<file path="src/hw/rtl/bpc_pkg.sv">
package bpc_pkg;

    // Field widths
    localparam int RAW_W   = 24;
    localparam int COEF_W  = 16;
    localparam int TEMP_W  = 19;
    localparam int PRES_W  = 20;
    localparam int IDX_W   = 3;

    // Internal datapath widths
    localparam int T_W     = 18;   // TEMP - 2000
    localparam int OS_W    = 36;   // first-order OFF and SENS
    localparam int SQ_W    = 35;   // squared temperature terms
    localparam int CORR_W  = 39;   // OFF2 and SENS2
    localparam int FIN_W   = 40;   // corrected OFF and SENS

    // Temperature thresholds in hundredths of a degree
    localparam int TEMP_REF  = 2000;
    localparam int TEMP_VLOW = -1500;
    localparam int VLOW_SPAN = TEMP_REF - TEMP_VLOW;

    // Configuration register indexes
    typedef enum logic [IDX_W-1:0] {
        REG_C1 = 3'd0,
        REG_C2 = 3'd1,
        REG_C3 = 3'd2,
        REG_C4 = 3'd3,
        REG_C5 = 3'd4,
        REG_C6 = 3'd5
    } t_reg_idx;

endpackage

</file>
<file path="src/hw/rtl/bpc_corr.sv">
module bpc_corr import bpc_pkg::*; (
    input  logic                     i_clk,
    input  logic                     i_rst_n,
    input  logic                     i_valid,
    input  logic signed [T_W-1:0]    i_t,
    input  logic signed [OS_W-1:0]   i_off,
    input  logic signed [OS_W-1:0]   i_sens,
    output logic                     o_valid,
    output logic signed [FIN_W-1:0]  o_off,
    output logic signed [FIN_W-1:0]  o_sens
);

    logic [2:0]               r_valid;

    logic [SQ_W-1:0]          r_sq;
    logic [SQ_W-1:0]          r_sq2;
    logic                     r_low;
    logic                     r_vlow;
    logic signed [OS_W-1:0]   r_off_a;
    logic signed [OS_W-1:0]   r_sens_a;

    logic [CORR_W-1:0]        r_off2;
    logic [CORR_W-1:0]        r_sens2;
    logic signed [OS_W-1:0]   r_off_b;
    logic signed [OS_W-1:0]   r_sens_b;

    logic signed [FIN_W-1:0]  r_off_f;
    logic signed [FIN_W-1:0]  r_sens_f;

    logic signed [T_W:0]      w_u;
    logic signed [2*T_W-1:0]  w_sq;
    logic signed [2*T_W+1:0]  w_sq2;
    logic [SQ_W+2:0]          w_sq5;
    logic [SQ_W+2:0]          w_sq2x7;
    logic [SQ_W+3:0]          w_sq2x11;
    logic [CORR_W-1:0]        w_off2;
    logic [CORR_W-1:0]        w_sens2;

    // Square the distances below the two thresholds
    assign w_u   = $signed({i_t[T_W-1], i_t}) + $signed((T_W+1)'(VLOW_SPAN));
    assign w_sq  = i_t * i_t;
    assign w_sq2 = w_u * w_u;

    // Scale the squares by shifts, adds and a subtract
    assign w_sq5    = (SQ_W+3)'({r_sq, 2'b00}) + (SQ_W+3)'(r_sq);
    assign w_sq2x7  = (SQ_W+3)'({r_sq2, 3'b000}) - (SQ_W+3)'(r_sq2);
    assign w_sq2x11 = (SQ_W+4)'({r_sq2, 3'b000}) + (SQ_W+4)'({r_sq2, 1'b0})
                    + (SQ_W+4)'(r_sq2);

    assign w_off2  = r_low ? (CORR_W'(w_sq5 >> 1)
                             + (r_vlow ? CORR_W'(w_sq2x7) : '0)) : '0;
    assign w_sens2 = r_low ? (CORR_W'(w_sq5 >> 2)
                             + (r_vlow ? CORR_W'(w_sq2x11 >> 1) : '0)) : '0;

    // Advance valid bits
    always_ff @(posedge i_clk) begin
        if (!i_rst_n) begin
            r_valid <= '0;
        end else begin
            r_valid <= {r_valid[1:0], i_valid};
        end
    end

    // Squares, corrections, then subtract
    always_ff @(posedge i_clk) begin
        r_sq     <= w_sq[SQ_W-1:0];
        r_sq2    <= w_sq2[SQ_W-1:0];
        r_low    <= i_t[T_W-1];
        r_vlow   <= (i_t < -$signed((T_W)'(VLOW_SPAN)));
        r_off_a  <= i_off;
        r_sens_a <= i_sens;

        r_off2   <= w_off2;
        r_sens2  <= w_sens2;
        r_off_b  <= r_off_a;
        r_sens_b <= r_sens_a;

        r_off_f  <= $signed({{(FIN_W-OS_W){r_off_b[OS_W-1]}}, r_off_b})
                  - $signed({1'b0, r_off2});
        r_sens_f <= $signed({{(FIN_W-OS_W){r_sens_b[OS_W-1]}}, r_sens_b})
                  - $signed({1'b0, r_sens2});
    end

    assign o_valid = r_valid[2];
    assign o_off   = r_off_f;
    assign o_sens  = r_sens_f;

endmodule

</file>
<file path="config.mk">
export PLATFORM = sky130hd
export DESIGN_NAME = bpc_corr
export DESIGN_NICKNAME = d
export VERILOG_FILES = /design/src/hw/rtl/bpc_pkg.sv /design/src/hw/rtl/bpc_corr.sv
export SDC_FILE = /design/constraint.sdc
export NUM_CORES = 2
export LEC_CHECK = 0
export BUFFER_PORTS_ARGS = -buffer_cell sky130_fd_sc_hd__buf_2
export CORE_MARGIN = 5
export CORE_UTILIZATION = 60
export DETAILED_ROUTE_END_ITERATION = 8
export HOLD_SLACK_MARGIN = 0.1
export PLACE_DENSITY = 0.81
export RECOVER_POWER = 100
export REMOVE_ABC_BUFFERS = 1
export SYNTH_ARGS = -nofsm -noshare
export SYNTH_HDL_FRONTEND = slang
export SYNTH_SLANG_ARGS = --single-unit
export TNS_END_PERCENT = 100
</file>
<file path="constraint.sdc">
create_clock -name i_clk -period 11.8 [get_ports i_clk]
set_input_delay 0.59 -clock i_clk [delete_from_list [all_inputs] [get_ports i_clk]]
set_output_delay 0.59 -clock i_clk [all_outputs]
set_load 0.02 [all_outputs]
</file>
==> run metrics <==
status finished with violations; failing checks capacitance limit, slew limit; post-CTS setup buffers 0; drt pass-1 iters 5; most frequent cells in the layout inv_1 (952), fa_1 (637), ha_1 (462); final critical-path required period between 9 and 10 ns; CP delay by family, top adder cells; vias in the first global route 34293; Ys Warns 0; GRT overflow 0; Post-Syn Instances 4754; first-pass GRT wire length ~170000 µm; First DRT Iteration DRCs ~1900; Critical Path RT 12.21 ns; final worst path period share about 80%; final net count roughly 6100; Setup crit end kind flip-flop; Max-cap violations 4; clock buffer depth 3; slowest CP cell buf_2; Syn Area/Cell roughly 9.1 µm²; hold-fix buffers at CTS 0; largest net degree at the start of global routing 69; Worst Skew 0.0245 ns; Data arrival, critical path ~10 ns; sequential-to-total area share from yosys stat 17.2%; CTS Buf Count 34; total number of vias approximately 32000; post-route ant nets 0; hold crit path type input port to flip-flop; Sum Neg Setup Slack 0 ns; Synth Flop Type dfxtp_1; Clk Latency, worst-skew pair approximately 0.55 ns; root buf cell clkbuf_16; CP Launch Type input port; Setup-failing EPs final 0; EDFF count, synth 0; Tot GR Track Use ~26%; Yosys reg bits roughly 370; H-tree depth 2; Final HPWL DP 83000 µm; Worst Tran Pin Value slightly below 2 ns; worst path bufs/invs 8; final hold viol count 0; Synth async-reset ratio 0%; Resized Gates After CTS 0; Cell Area, Synth 43400 µm²; Initial Util 60.6%; input/output buffers 173; Setup Crit Path Kind input port to flip-flop; Clock Pin Slew Worst Setup and Hold Paths approximately 0.07 ns; # rows 98; RSZ-0062 raised after global routing false; DIE AREA 77800 µm²; num ports ~170; area grow syn2layout 6.65%; core area around 72000 µm²; antenna violations before repair 2; Pins Over Slew Limit ~140; final WL approximately 100000 µm; leading cell type in the layout, fill and taps excluded inv_1; number of fill cells ~5900; crit-path max FO 25; Max Freq a little over 100 MHz; worst relative slew slack -32.3%; CTS tree yes; RePlAce Congestion between 0.9 and 1; average vias per placed instance approximately 5.5; synth unique cells 86; fin area about 46000 µm²; layout cells sized above 1 under 10%; DRC violations left 0; Placed Area approximately 45000 µm²; drt wl/cell between 15 and 20 µm; die height 279 µm; clk sink count 372; delay of the slowest cell on the worst path around 0.58 ns; # diodes 0; width of the chip 279 µm
path summary, 6_finish.rpt:
check | start | endpoint | slack, ns | cells past startpoint
min reg2reg | r_sens_a[5] | r_sens_b[5] | 0.32 | 0
max | i_t[2] | r_sq2[34] | 2.08 | 35
max reg2reg | r_sq2[2] | r_sens2[38] | 5.12 | 21
min | i_sens[2] | r_sens_a[2] | 0.14 | 1
worst register-to-register path: stages (launching register included):
cell       delay, ns
dfxtp_1         0.57
fa_1            0.48
ha_1            0.38
a211o_1         0.32
a2111oi_0       0.79
nor4_1          0.17
o21ai_1         0.36
and3_1          0.30
o21bai_1        0.08
a21o_1          0.21
xnor2_1         0.13
nor2_1          0.06
ha_1            0.36
nand4_1         0.17
nor2_1          0.20
nand4_1         0.18
a211oi_1        0.47
nor2_1          0.20
a21oi_1         0.31
nor3b_1         0.14
o31ai_1         0.39
nor4b_1         0.29
cell type report:
cell class / count / area (µm²) / share of cell area, %
well taps: 950 / 1190 / 2.57
flip-flops and latches: 372 / 7450 / 16.1
clock buffers: 40 / 893 / 1.93
inverters: 958 / 3600 / 7.77
repair buffers: 192 / 878 / 1.90
multi-input cells: 3339 / 31900 / 69.0
clock inverters: 22 / 314 / 0.679
registers in the layout (all words and copies together), names as in the netlist:
register,flops
r_low,1
r_off_a,36
o_off,40
r_sq,32
r_sens2,38
r_sens_a,36
r_valid,3
r_sens_b,36
r_off2,39
o_sens,40
r_vlow,1
r_off_b,36
r_sq2,34
stage by stage:
stage	instances	setup slack [ns]	util, %	hold slack [ns]
global route	5873	1.28	64.6	0.129
CTS	5873	2.33	64.9	0.119
finish	5873	2.08	64.6	0.139
floorplan	4669	2.73	-	0.310
global placement	5811	1.99	63.2	0.311
detailed placement	5811	1.74	63.2	0.312
cells in the mapped netlist, drive strengths merged, types with 36 or more instances:
library cell  count  share of area (%)
o21bai           36               0.62
inv             953                8.2
nor3             70               0.81
o21a             53               0.92
nor2b            46               0.66
nand3            55               0.63
fa              637                 29
xnor2           226                4.6
ha              462                 13
xor2             87                1.8
nand2           300                2.6
dfxtp           372                 17
nor2            283                2.5
o21ai           158                1.8
a21o             94                1.6
and2            186                2.7
clkbuf           77               0.67
a21oi           250                2.9
a211oi           44               0.76
cells by family after synthesis:
logic type | Yosys count | share of synthesized area (%)
other cells | 1 | 0.00865
mux | 6 | 0.138
flops | 372 | 17.2
simple gates | 1124 | 12.7
xor+xnor | 313 | 6.32
buf+inv | 1043 | 9.03
fa+ha+maj | 1099 | 42.7
compound gates | 796 | 11.9
layer usage:
| layer | share of wire [%] | global-route usage, % | vias up | wire [µm] |
|---|---|---|---|---|
| met5 | 0 | 0 | - | 0 |
| li1 | - | - | 15515 | - |
| met3 | 6.1 | 3.09 | 171 | 6110 |
| met4 | 2.8 | 6.62 | 0 | 2830 |
| met2 | 49 | 45.9 | 983 | 49200 |
| met1 | 42 | 34.1 | 15742 | 42500 |
Power is left out: the tool's default activity adds up to more than one toggle a clock period on the data nets, which glitch-free logic cannot reach.
