`config.mk`:
```
export PLATFORM = sky130hd
export DESIGN_NAME = bpc_pres
export DESIGN_NICKNAME = d
export VERILOG_FILES = /design/src/hw/rtl/bpc_pkg.sv /design/src/hw/rtl/bpc_pres.sv
export SDC_FILE = /design/constraint.sdc
export NUM_CORES = 2
export LEC_CHECK = 0
export BUFFER_PORTS_ARGS = -buffer_cell sky130_fd_sc_hd__buf_4
export CELL_PAD_IN_SITES_DETAIL_PLACEMENT = 0
export CELL_PAD_IN_SITES_GLOBAL_PLACEMENT = 1
export CORE_ASPECT_RATIO = 2
export CORE_MARGIN = 1.5
export CORE_UTILIZATION = 56
export CTS_BUF_LIST = sky130_fd_sc_hd__clkbuf_8
export DETAILED_ROUTE_END_ITERATION = 16
export PLACE_DENSITY = 0.95
export SLEW_MARGIN = 20
export SYNTH_ARGS = -nofsm -noshare
export SYNTH_HDL_FRONTEND = slang
export SYNTH_SLANG_ARGS = --single-unit
```
`constraint.sdc`:
```
create_clock -name i_clk -period 14.6 [get_ports i_clk]
set_input_delay 1.46 -clock i_clk [delete_from_list [all_inputs] [get_ports i_clk]]
set_output_delay 1.46 -clock i_clk [all_outputs]
set_load 0.01 [all_outputs]
```
`src/hw/rtl/bpc_pkg.sv`:
```
package bpc_pkg;

    // Field widths
    localparam int RAW_W   = 24;
    localparam int COEF_W  = 16;
    localparam int TEMP_W  = 19;
    localparam int PRES_W  = 20;
    localparam int IDX_W   = 3;

    // Internal datapath widths
    localparam int T_W     = 18;   // TEMP - 2000
    localparam int OS_W    = 36;   // first-order OFF and SENS
    localparam int SQ_W    = 35;   // squared temperature terms
    localparam int CORR_W  = 39;   // OFF2 and SENS2
    localparam int FIN_W   = 40;   // corrected OFF and SENS

    // Temperature thresholds in hundredths of a degree
    localparam int TEMP_REF  = 2000;
    localparam int TEMP_VLOW = -1500;
    localparam int VLOW_SPAN = TEMP_REF - TEMP_VLOW;

    // Configuration register indexes
    typedef enum logic [IDX_W-1:0] {
        REG_C1 = 3'd0,
        REG_C2 = 3'd1,
        REG_C3 = 3'd2,
        REG_C4 = 3'd3,
        REG_C5 = 3'd4,
        REG_C6 = 3'd5
    } t_reg_idx;

endpackage

```
`src/hw/rtl/bpc_pres.sv`:
```
module bpc_pres import bpc_pkg::*; (
    input  logic                     i_clk,
    input  logic                     i_rst_n,
    input  logic                     i_valid,
    input  logic [RAW_W-1:0]         i_d1,
    input  logic signed [FIN_W-1:0]  i_off,
    input  logic signed [FIN_W-1:0]  i_sens,
    output logic                     o_valid,
    output logic [PRES_W-1:0]        o_pressure,
    output logic                     o_saturated
);

    localparam int LO_W   = FIN_W / 2;
    localparam int HI_W   = FIN_W - LO_W;
    localparam int PLO_W  = RAW_W + LO_W;
    localparam int PHI_W  = RAW_W + 1 + HI_W;
    localparam int PROD_W = PHI_W + LO_W;
    localparam int X_W    = PROD_W - 21;
    localparam int Y_W    = X_W + 1;
    localparam int P_W    = Y_W - 15;

    logic [3:0]               r_valid;

    logic [PLO_W-1:0]         r_plo;
    logic signed [PHI_W-1:0]  r_phi;
    logic signed [FIN_W-1:0]  r_off7;

    logic signed [PROD_W-1:0] r_prod;
    logic signed [FIN_W-1:0]  r_off8;

    logic signed [Y_W-1:0]    r_y;

    logic [PRES_W-1:0]        r_pressure;
    logic                     r_sat;

    logic signed [PROD_W-1:0] w_prod;
    logic signed [PROD_W-1:0] w_x;
    logic signed [Y_W-1:0]    w_y;
    logic [P_W-1:0]           w_p;
    logic                     w_neg;
    logic                     w_over;

    // Combine partial products, scale, remove offset
    assign w_prod = ($signed({{LO_W{r_phi[PHI_W-1]}}, r_phi}) <<< LO_W)
                  + $signed({{(PROD_W-PLO_W){1'b0}}, r_plo});
    assign w_x    = r_prod >>> 21;
    assign w_y    = $signed(w_x[Y_W-1:0])
                  - $signed({{(Y_W-FIN_W){r_off8[FIN_W-1]}}, r_off8});

    // Saturate to the output range
    assign w_p    = r_y[Y_W-1:15];
    assign w_neg  = r_y[Y_W-1];
    assign w_over = !w_neg && (|w_p[P_W-1:PRES_W]);

    // Advance valid bits
    always_ff @(posedge i_clk) begin
        if (!i_rst_n) begin
            r_valid <= '0;
        end else begin
            r_valid <= {r_valid[2:0], i_valid};
        end
    end

    always_ff @(posedge i_clk) begin
        r_plo  <= i_d1 * i_sens[LO_W-1:0];
        r_phi  <= $signed({1'b0, i_d1}) * $signed(i_sens[FIN_W-1:LO_W]);
        r_off7 <= i_off;

        r_prod <= w_prod;
        r_off8 <= r_off7;

        r_y    <= w_y;

        if (w_neg) begin
            r_pressure <= '0;
        end else if (w_over) begin
            r_pressure <= '1;
        end else begin
            r_pressure <= w_p[PRES_W-1:0];
        end
        r_sat <= w_neg || w_over;
    end

    assign o_valid     = r_valid[3];
    assign o_pressure  = r_pressure;
    assign o_saturated = r_sat;

endmodule

```
==> impl_summary.md <==
CTS
The clock net in this run drives a total of 248 sinks. The setup fix buffers added after clock tree synthesis is 0. The quantity of gates resized following cts is 0.

The clock root buffer is sky130_fd_sc_hd__clkbuf_8. The post-cts hold buffer count is 0. The later pin in the worst-skew pair is clocked with a latency of 0.59 ns. The total clock buffers created by CTS is 36.

The maximum level of the CTS H-tree is 2. The CTS tree is built. The number of buffers on the longest clock path is 3. The clock slew seen by the registers of the worst setup and hold paths is 0.07 ns.

Timing
The worst path uses 57.2% of the clock period. The clock period minus final worst setup slack is 8.35 ns. Static timing analysis puts the maximum clock frequency at 120 MHz. Setup repair after global routing left no endpoint under its margin. The final hold violation count was 0. The total of endpoints with negative setup slack in the final report is 0. The final max-slew violation count is 0.

The actual transition at the worst max-transition pin is 0.868 ns. The max-slew headroom at the worst pin is 41.5%. Setup total negative slack on the finished layout was measured at 0 ns. The tightest hold path in the finished design has a slack of 0.319 ns. The worst setup skew after layout is 0.0490 ns.

Die
The initialized floorplan defines 138 standard-cell rows. The initial utilization of the core area, before any placement, comes to 56.6%. The core region is 0.0710 mm2. The count of pins on the block boundary is 129. Measured along the x axis, the die boundary spans 192 um.

The die height is 382 um. The floorplan step defined a die boundary enclosing 0.0735 mm2.

Global route
The overflow left after global routing is 0. The first global-routing pass estimated 167000 um of wire. For this run, the total global-route usage over all layers was measured as 29.7%. The number of antenna violations at the first check in global routing is 2.

Entering global routing, the biggest net connects 41 pins. The via count of the first global-routing pass is 32600.

Logic synthesis
After synthesis, the netlist uses 62 different library cells. The synthesized instance count is 4406. Among all flip-flop cells after synthesis, the most frequent one is sky130_fd_sc_hd__dfxtp_1.

The top cell type by area accounts for 39.1% of the synthesized area. For this run, asynchronously set or reset flops after synthesis account for 0%. The number of enable-type register cells in the synthesized netlist is 0. The warning count from the yosys run is 0. The biggest area consumer among synthesized cells is sky130_fd_sc_hd__fa_1.

The number of nets in the synthesized netlist is 5697. Of the synthesized area, sequential elements account for 12.4%. The post-synthesis instance area is 0.0402 mm2. In the post-synthesis netlist, the biggest area contributors are sky130_fd_sc_hd__fa_1 (39%), sky130_fd_sc_hd__ha_1 (12%), sky130_fd_sc_hd__dfxtp_1 (12%). A synthesized cell averages 9.12 um2. The post-synthesis register bit count is 248.

Detailed routing
The final wirelength is 105000 um. Dividing the detail-routed wire length by the instance count gives 19.8 um. The number of vias after detailed routing is 29700. After detailed routing, the number of vias per cell comes to 5.60. The count of antenna-violating nets left after detailed routing is 0. The iteration-0 DRC count of the detailed router is 1476. The first-pass detailed-route iteration total is 5. In the routed design, unresolved DRC markers number 0.

Cells and area
The leading cell type in the layout, fill and taps excluded is sky130_fd_sc_hd__inv_1. The area of the multi-input gates is 0.0310 mm2. After filler insertion, the fill cell instance count of the layout stands at 6147. The number of nets in the finished design is 5666. The top cell types in the final layout, fill and taps aside, are sky130_fd_sc_hd__inv_1 (935), sky130_fd_sc_hd__fa_1 (785), sky130_fd_sc_hd__nand2_1 (563), sky130_fd_sc_hd__and2_1 (460), sky130_fd_sc_hd__ha_1 (399). Relative to the synthesized area, the layout overhead comes to 5.34%.

The fraction of final layout cells sized beyond drive strength 1 is 4.66%. The sequential cells in the finished layout cover a total of 0.00496 mm2.

Worst setup path
The worst setup path is launched from an input pin. The critical path class is in2reg. The capturing element type of the critical path is a flop. The worst path arrival time is 8.85 ns.

The required arrival time at the worst endpoint is 15.10 ns. The maximum fanout along the worst path is 40.

Worst hold path
The class of the tightest hold or removal check is reg2reg.

Placed design
The final weighted congestion in routability-driven placement is 0.898. The number of buffer cells added on primary ports is 128. The HPWL after detailed placement is 81300 um.

Run
The number of max-capacitance violations reported is 0.

Outcome
The run finished with clean final reports.
per-layer routing:
layer  vias up  part of all wire, %  track usage [%]
met5         -                    0                0
met4         0                  7.8             19.7
li1      13200                    -                -
met2      1127                   54             55.6
met3       453                  5.2             2.93
met1     15000                   33             30.6
through the flow:
stage,cells,setup WS [ns],area [um2],util [%]
6_report,5311,6.25,42300,59.7
5_1_grt,5309,5.96,42300,59.6
4_1_cts,5308,6.36,42300,59.6
3_5_place_dp,5247,5.76,41600,58.6
3_3_place_gp,5247,5.80,41600,58.6
2_1_floorplan,4406,6.91,40200,-
worst paths after layout:
path | end | cells past startpoint | slack, ns | from
worst max-delay path | r_phi[37] | 24 | 6.25 | i_d1[9]
worst min-delay path | r_off8[38] | 0 | 0.32 | r_off7[38]
worst max register to register | r_y[42] | 11 | 11.36 | r_off8[2]
worst min register to register | r_off8[38] | 0 | 0.32 | r_off7[38]
registers in the layout, summed over array words and instances (netlist names):
signal and count:
r_off8 40, o_saturated 1, r_prod 44, r_phi 45, r_y 30, r_off7 40
r_valid 4, r_plo 24, o_pressure 20
cells in the mapped netlist, types with 5 or more instances:
cell / number
sky130_fd_sc_hd__a2111oi_0: 5
sky130_fd_sc_hd__a211oi_1: 5
sky130_fd_sc_hd__a21o_1: 79
sky130_fd_sc_hd__a21oi_1: 142
sky130_fd_sc_hd__a31oi_1: 15
sky130_fd_sc_hd__and2_1: 460
sky130_fd_sc_hd__and3_1: 19
sky130_fd_sc_hd__clkbuf_1: 198
sky130_fd_sc_hd__dfxtp_1: 248
sky130_fd_sc_hd__fa_1: 785
sky130_fd_sc_hd__ha_1: 399
sky130_fd_sc_hd__inv_1: 927
sky130_fd_sc_hd__nand2_1: 563
sky130_fd_sc_hd__nand2b_1: 22
sky130_fd_sc_hd__nand3_1: 34
sky130_fd_sc_hd__nand4_1: 30
sky130_fd_sc_hd__nor2_1: 108
sky130_fd_sc_hd__nor2b_1: 19
sky130_fd_sc_hd__nor3_1: 16
sky130_fd_sc_hd__nor4_1: 5
sky130_fd_sc_hd__o211ai_1: 5
sky130_fd_sc_hd__o21a_1: 12
sky130_fd_sc_hd__o21ai_0: 61
sky130_fd_sc_hd__o21bai_1: 27
sky130_fd_sc_hd__o31ai_1: 7
sky130_fd_sc_hd__or2_2: 6
sky130_fd_sc_hd__or3_1: 5
sky130_fd_sc_hd__xnor2_1: 93
sky130_fd_sc_hd__xor2_1: 47
cell families (layout without fill, tap and decap cells):
| family | Yosys count | after routing | share of synthesized area [%] |
|---|---|---|---|
| DFF | 248 | 248 | 12.4 |
| buffers and inverters | 1128 | 1120 | 10.5 |
| AOI/OAI and AO/OA | 403 | 403 | 6.50 |
| adders and majority gates | 1184 | 1184 | 51.5 |
| and+or+nand+nor | 1303 | 1303 | 16.0 |
| xor gates and xnor gates | 140 | 140 | 3.05 |
| other | 0 | 3 | 0 |
worst max-delay path: stages:
cell and delay, ns:
sky130_fd_sc_hd__buf_4 0.47, sky130_fd_sc_hd__and2_1 0.25, sky130_fd_sc_hd__fa_1 0.44, sky130_fd_sc_hd__fa_1 0.51
sky130_fd_sc_hd__inv_1 0.05, sky130_fd_sc_hd__fa_1 0.48, sky130_fd_sc_hd__inv_1 0.05, sky130_fd_sc_hd__fa_1 0.50
sky130_fd_sc_hd__inv_1 0.06, sky130_fd_sc_hd__fa_1 0.54, sky130_fd_sc_hd__inv_1 0.05, sky130_fd_sc_hd__fa_1 0.47
sky130_fd_sc_hd__inv_1 0.05, sky130_fd_sc_hd__fa_1 0.47, sky130_fd_sc_hd__inv_1 0.04, sky130_fd_sc_hd__ha_1 0.35
sky130_fd_sc_hd__nand4_1 0.21, sky130_fd_sc_hd__nor3_1 0.48, sky130_fd_sc_hd__o21ai_0 0.44, sky130_fd_sc_hd__o31ai_2 0.58
sky130_fd_sc_hd__a21o_1 0.23, sky130_fd_sc_hd__a31oi_1 0.14, sky130_fd_sc_hd__o31ai_1 0.29, sky130_fd_sc_hd__xor2_1 0.21
layout make-up:
cell class / instances / area share [%]
Timing Repair Buffer: 132 / 2.34
Clock buffer: 44 / 1.43
Multi-Input combinational cell: 3030 / 73.2
Tap cell: 910 / 2.69
Antenna cell: 3 / 0.0177
Inverter: 927 / 8.22
Sequential cell: 248 / 11.7
Clock inverter: 17 / 0.375
Power is not shown: default switching activity piles up to over one toggle a cycle in this logic, so the estimate is an artifact.
